[config.mk]
export PLATFORM = sky130hd
export DESIGN_NAME = bts_floor
export DESIGN_NICKNAME = d
export VERILOG_FILES = /design/src/bts_pkg.sv /design/src/bts_floor.sv
export SDC_FILE = /design/constraint.sdc
export NUM_CORES = 1
export LEC_CHECK = 0
export BUFFER_PORTS_ARGS = -buffer_cell sky130_fd_sc_hd__buf_2
export CAP_MARGIN = 10
export CORE_ASPECT_RATIO = 1.1
export CORE_UTILIZATION = 30
export DETAILED_ROUTE_END_ITERATION = 12
export PLACE_DENSITY = 0.52
export SLEW_MARGIN = 15
export SYNTH_ARGS = -nofsm -noshare
export SYNTH_HDL_FRONTEND = slang
export SYNTH_SLANG_ARGS = --single-unit
[constraint.sdc]
create_clock -name vclk -period 13.9
set_input_delay 2.085 -clock vclk [all_inputs]
set_output_delay 2.085 -clock vclk [all_outputs]
set_load 0.01 [all_outputs]
[src/bts_pkg.sv]
// bilinear texel sampler package: sizes, fixed-point constants, codes
// and the channel byte select shared by the sampler modules
// no dependencies
package bts_pkg;

  localparam int MAX_WIDTH  = 256;
  localparam int MAX_HEIGHT = 256;
  localparam int FRAC_BITS  = 16;

  localparam int COL_W      = $clog2(MAX_WIDTH);
  localparam int ROW_W      = $clog2(MAX_HEIGHT);
  localparam int DIM_W      = 9;
  localparam int COORD_W    = 18;
  localparam int FIX_W      = FRAC_BITS + 1;
  localparam int PROD_W     = DIM_W + FRAC_BITS;
  localparam int BANK_AW    = COL_W + ROW_W - 2;
  localparam int BANK_DEPTH = (MAX_WIDTH * MAX_HEIGHT) / 4;
  localparam int TEXEL_W    = 32;
  localparam int VALUE_W    = 17;
  localparam int STATUS_W   = 2;
  localparam int CFG_IDX_W  = 1;

  localparam logic [FIX_W-1:0] ONE = FIX_W'(1) << FRAC_BITS;

  // weighted sums and the divide by 255 * ONE
  localparam int CA_W  = 8 + FIX_W;
  localparam int CX_W  = CA_W + FIX_W;
  localparam int Q_W   = 24;
  localparam int RECIP_W = 26;
  localparam logic [CX_W-1:0] HALF_DEN = CX_W'(255) << (FRAC_BITS - 1);
  // ceil(2^33 / 255), exact for quotients of 24-bit numerators
  localparam logic [RECIP_W-1:0] RECIP = RECIP_W'(33686019);
  localparam int RECIP_SHIFT = 33;

  localparam logic [STATUS_W-1:0] ST_OK     = 2'd0;
  localparam logic [STATUS_W-1:0] ST_NO_MAP = 2'd1;
  localparam logic [STATUS_W-1:0] ST_RANGE  = 2'd2;

  localparam logic REQ_WRITE  = 1'b0;
  localparam logic REQ_SAMPLE = 1'b1;

  localparam logic [CFG_IDX_W-1:0] CFG_MAP_WIDTH  = 1'd0;
  localparam logic [CFG_IDX_W-1:0] CFG_MAP_HEIGHT = 1'd1;

  function automatic logic [7:0] chan_byte(input logic [TEXEL_W-1:0] texel,
                                           input logic [1:0] sel);
    logic [7:0] b;
    case (sel)
      2'd0: b = texel[31:24];
      2'd1: b = texel[23:16];
      2'd2: b = texel[15:8];
      default: b = texel[7:0];
    endcase
    return b;
  endfunction

endpackage

[src/bts_floor.sv]
// texel position unit: floor of dim*coord clamped to the image, the edge
// clamped neighbor and the interpolation fraction; uses bts_pkg
module bts_floor (
  input  logic [bts_pkg::PROD_W-1:0] prod,
  input  logic [bts_pkg::DIM_W-1:0]  dim,
  output logic [bts_pkg::COL_W-1:0]  pos,
  output logic [bts_pkg::COL_W-1:0]  pos_nb,
  output logic [bts_pkg::FIX_W-1:0]  frac
);

  logic [bts_pkg::DIM_W-1:0]  ip;
  logic [bts_pkg::DIM_W-1:0]  inc;
  logic [bts_pkg::PROD_W-1:0] base;
  logic [bts_pkg::PROD_W-1:0] f;

  always_comb begin
    ip = prod[bts_pkg::PROD_W-1:bts_pkg::FRAC_BITS];
    if (ip >= dim) begin
      ip = dim - bts_pkg::DIM_W'(1);
    end
    base = {ip, {bts_pkg::FRAC_BITS{1'b0}}};
    f    = prod - base;
    inc  = ip + bts_pkg::DIM_W'(1);
    pos  = ip[bts_pkg::COL_W-1:0];
    if (inc >= dim) begin
      // neighbor falls back onto the edge texel
      pos_nb = ip[bts_pkg::COL_W-1:0];
      frac   = bts_pkg::ONE;
    end else begin
      pos_nb = inc[bts_pkg::COL_W-1:0];
      frac   = (f > bts_pkg::PROD_W'(bts_pkg::ONE)) ? bts_pkg::ONE : f[bts_pkg::FIX_W-1:0];
    end
  end

endmodule

==> results.json <==
{
  "cp_num_buf_inv": 3,
  "syn-cell-area_sq_um": 1780,
  "die_h_um": 82.8,
  "critPathLaunchType": "input pin",
  "cp_max_fo": 18,
  "via_per_inst": 5.23,
  "critPathKind": "in2out",
  "design.core.area_sq_um": 5730,
  "fillers": 650,
  "worst_setup_path_end_kind": "primary output",
  "die_w_um": 75.4,
  "synth_cell_type_count": 57,
  "rows": 29,
  "leakagePower_nw": 1.09,
  "grtUsageTotal": 0.166,
  "power_density_nw_per_um2": 52.1,
  "start_util": 0.310,
  "syn_area_per_cell_sq_um": 7.67,
  "worstPathCellList": "buf_2, inv_1, ha_1, o21a_1, o2111ai_1, o21ai_2, nor2_1, a21oi_1, ha_1, nand4b_1, nor3_1, xnor2_1, ha_1, and4_1, o221ai_1, a21oi_1, a2111oi_2, and4bb_1, and3_1, buf_2",
  "max_cap_viol_count": 0,
  "antenna_left": 0,
  "tns_ns": 0,
  "firstDrtPassIters": 4,
  "rsz0062_at_grt": "no",
  "required_ns": 11.81,
  "crit_start": "dim[2]",
  "gr-usage-met3": 0.00604,
  "busiest_layer": "met2",
  "place_hpwl_um": 4410,
  "dp_slack_ns": 4.64,
  "cpMostUsedCell": "ha_1",
  "synth_cells": 232,
  "grt_max_degree": 19,
  "post-cts-setup-buffers": 0,
  "grt_pass1_vias": 1732,
  "grt_use_met1": 0.228,
  "post_drt_wl_per_cell_um": 14.4,
  "synth_seq_area_share": 0,
  "maxSlewHeadroom": 0.418,
  "critical-path-top-delay-family": "compound AO/OA/AOI/OAI gates",
  "period_needed_ns": 9.29,
  "design.seq.count": 0,
  "multi_input_area_sq_um": 1640,
  "seq_area_sq_um": 0,
  "grt_pass1_wl_um": 8280,
  "worst_pin_slew_ns": 0.872,
  "nets": 352,
  "crit_arrival_ns": 7.21,
  "synth-warning-count": 0,
  "io-pin-count": 67,
  "clkbuf_count": 0,
  "drtIter0Drc": 76,
  "syn-num-nets": 291,
  "status": "completed",
  "dieArea_sq_um": 6240,
  "min_from": "prod[7]",
  "setup_viol": 0,
  "worst_path_max_delay_cell": "o21ai_2",
  "cts_resized": 0,
  "gp_congestion": 0.830,
  "max_stage_delay_ns": 0.75,
  "drc": 0,
  "holdCritPathClass": "in2out",
  "cts_hold_buf": 0,
  "timing.final.ws_setup_ns": 4.61,
  "routed_wl_um": 5300,
  "max_freq_ghz": 0.108,
  "drv_slew": 0,
  "peakVddDrop_v": 0.0000210,
  "period_share": 0.668,
  "use_met2": 0.296,
  "grt_overflow": 0,
  "antennaDiodeCount": 0,
  "antenna_found_initial": 0,
  "num_vias": 1924,
  "hold_viol_final": 0,
  "drive_gt1_frac": 0.289,
  "port_buffers": 67,
  "syn2layout_area_growth_pct": 21.3
}
## kinds of logic (layout without fill, tap and decap cells)
family | count (synthesis) | after routing | share of synthesized area
mux | 11 | 11 | 0.0654
buf+inv | 29 | 88 | 0.0759
fa+ha+maj | 25 | 25 | 0.176
compound gates | 57 | 57 | 0.262
simple gates | 81 | 81 | 0.258
xor+xnor | 29 | 29 | 0.162
## final timing paths
check             slack (ns)  cells past startpoint      end
setup / recovery        4.61                     20  frac[4]
hold / removal          4.50                      3  frac[7]
## cell type report
cell class	instances	share of cell area
Multi-Input combinational cell	203	0.762
Inverter	20	0.0348
Timing Repair Buffer	68	0.159
Tap cell	77	0.0446
## synth_stat cells, drive strengths merged (3+ instances only)
cell     instances  area, sq um
or4              3         26.3
o21ai            6         33.8
buf              6         48.8
a2111oi          3         51.3
inv             20         75.1
mux2i            9         90.1
o21a             6         45.0
nor2            16         60.1
nand2           15         56.3
o2111ai          3         26.3
xor2             3         26.3
a21o             4         30.0
nor4             6         43.8
nand3            6         30.0
o31ai            3         36.3
xnor2           24          218
clkbuf           3         11.3
o211ai           5         37.5
nor3             4         20.0
a21oi           12         60.1
and3            19          119
ha              25          313
## metrics by stage
step                      area, sq um  power [mW]   util  cells  hold slack (ns)
after floorplan                  1780      0.0811      -    232             4.31
after global placement           2160       0.113  0.376    368             4.50
after detailed placement         2160       0.112  0.376    368             4.50
after CTS                        2160       0.113  0.376    368             4.50
after global routing             2160       0.127  0.376    368             4.51
final                            2160       0.113  0.376    368             4.50
## layout by cell type, fill, tap and decap left out, types with 3 or more instances in the layout
cell	Yosys	layout
o211ai_1	5	5
nor2_1	16	16
nor4_1	5	5
buf_2	3	67
nand3_1	6	6
ha_1	25	25
xnor2_1	23	23
o21a_1	6	6
nor3_1	4	4
nand2_1	15	15
inv_1	20	20
and3_1	19	19
a21oi_1	12	12
o2111ai_1	3	3
xor2_1	3	3
a21o_1	4	4
mux2i_1	9	9
o21ai_0	5	5
## metal layers
metal	share of wire	up-vias
li1	-	991
met4	0.0085	0
met2	0.47	59
met1	0.47	870
met3	0.050	4
met5	0	-
## where the power goes
group,internal (mW),switching [mW],total [mW]
combinational,0.0485,0.0640,0.113
sequential,0,0,0
clock,0,0,0
No activity file was read; power rests on OpenSTA's default activity.
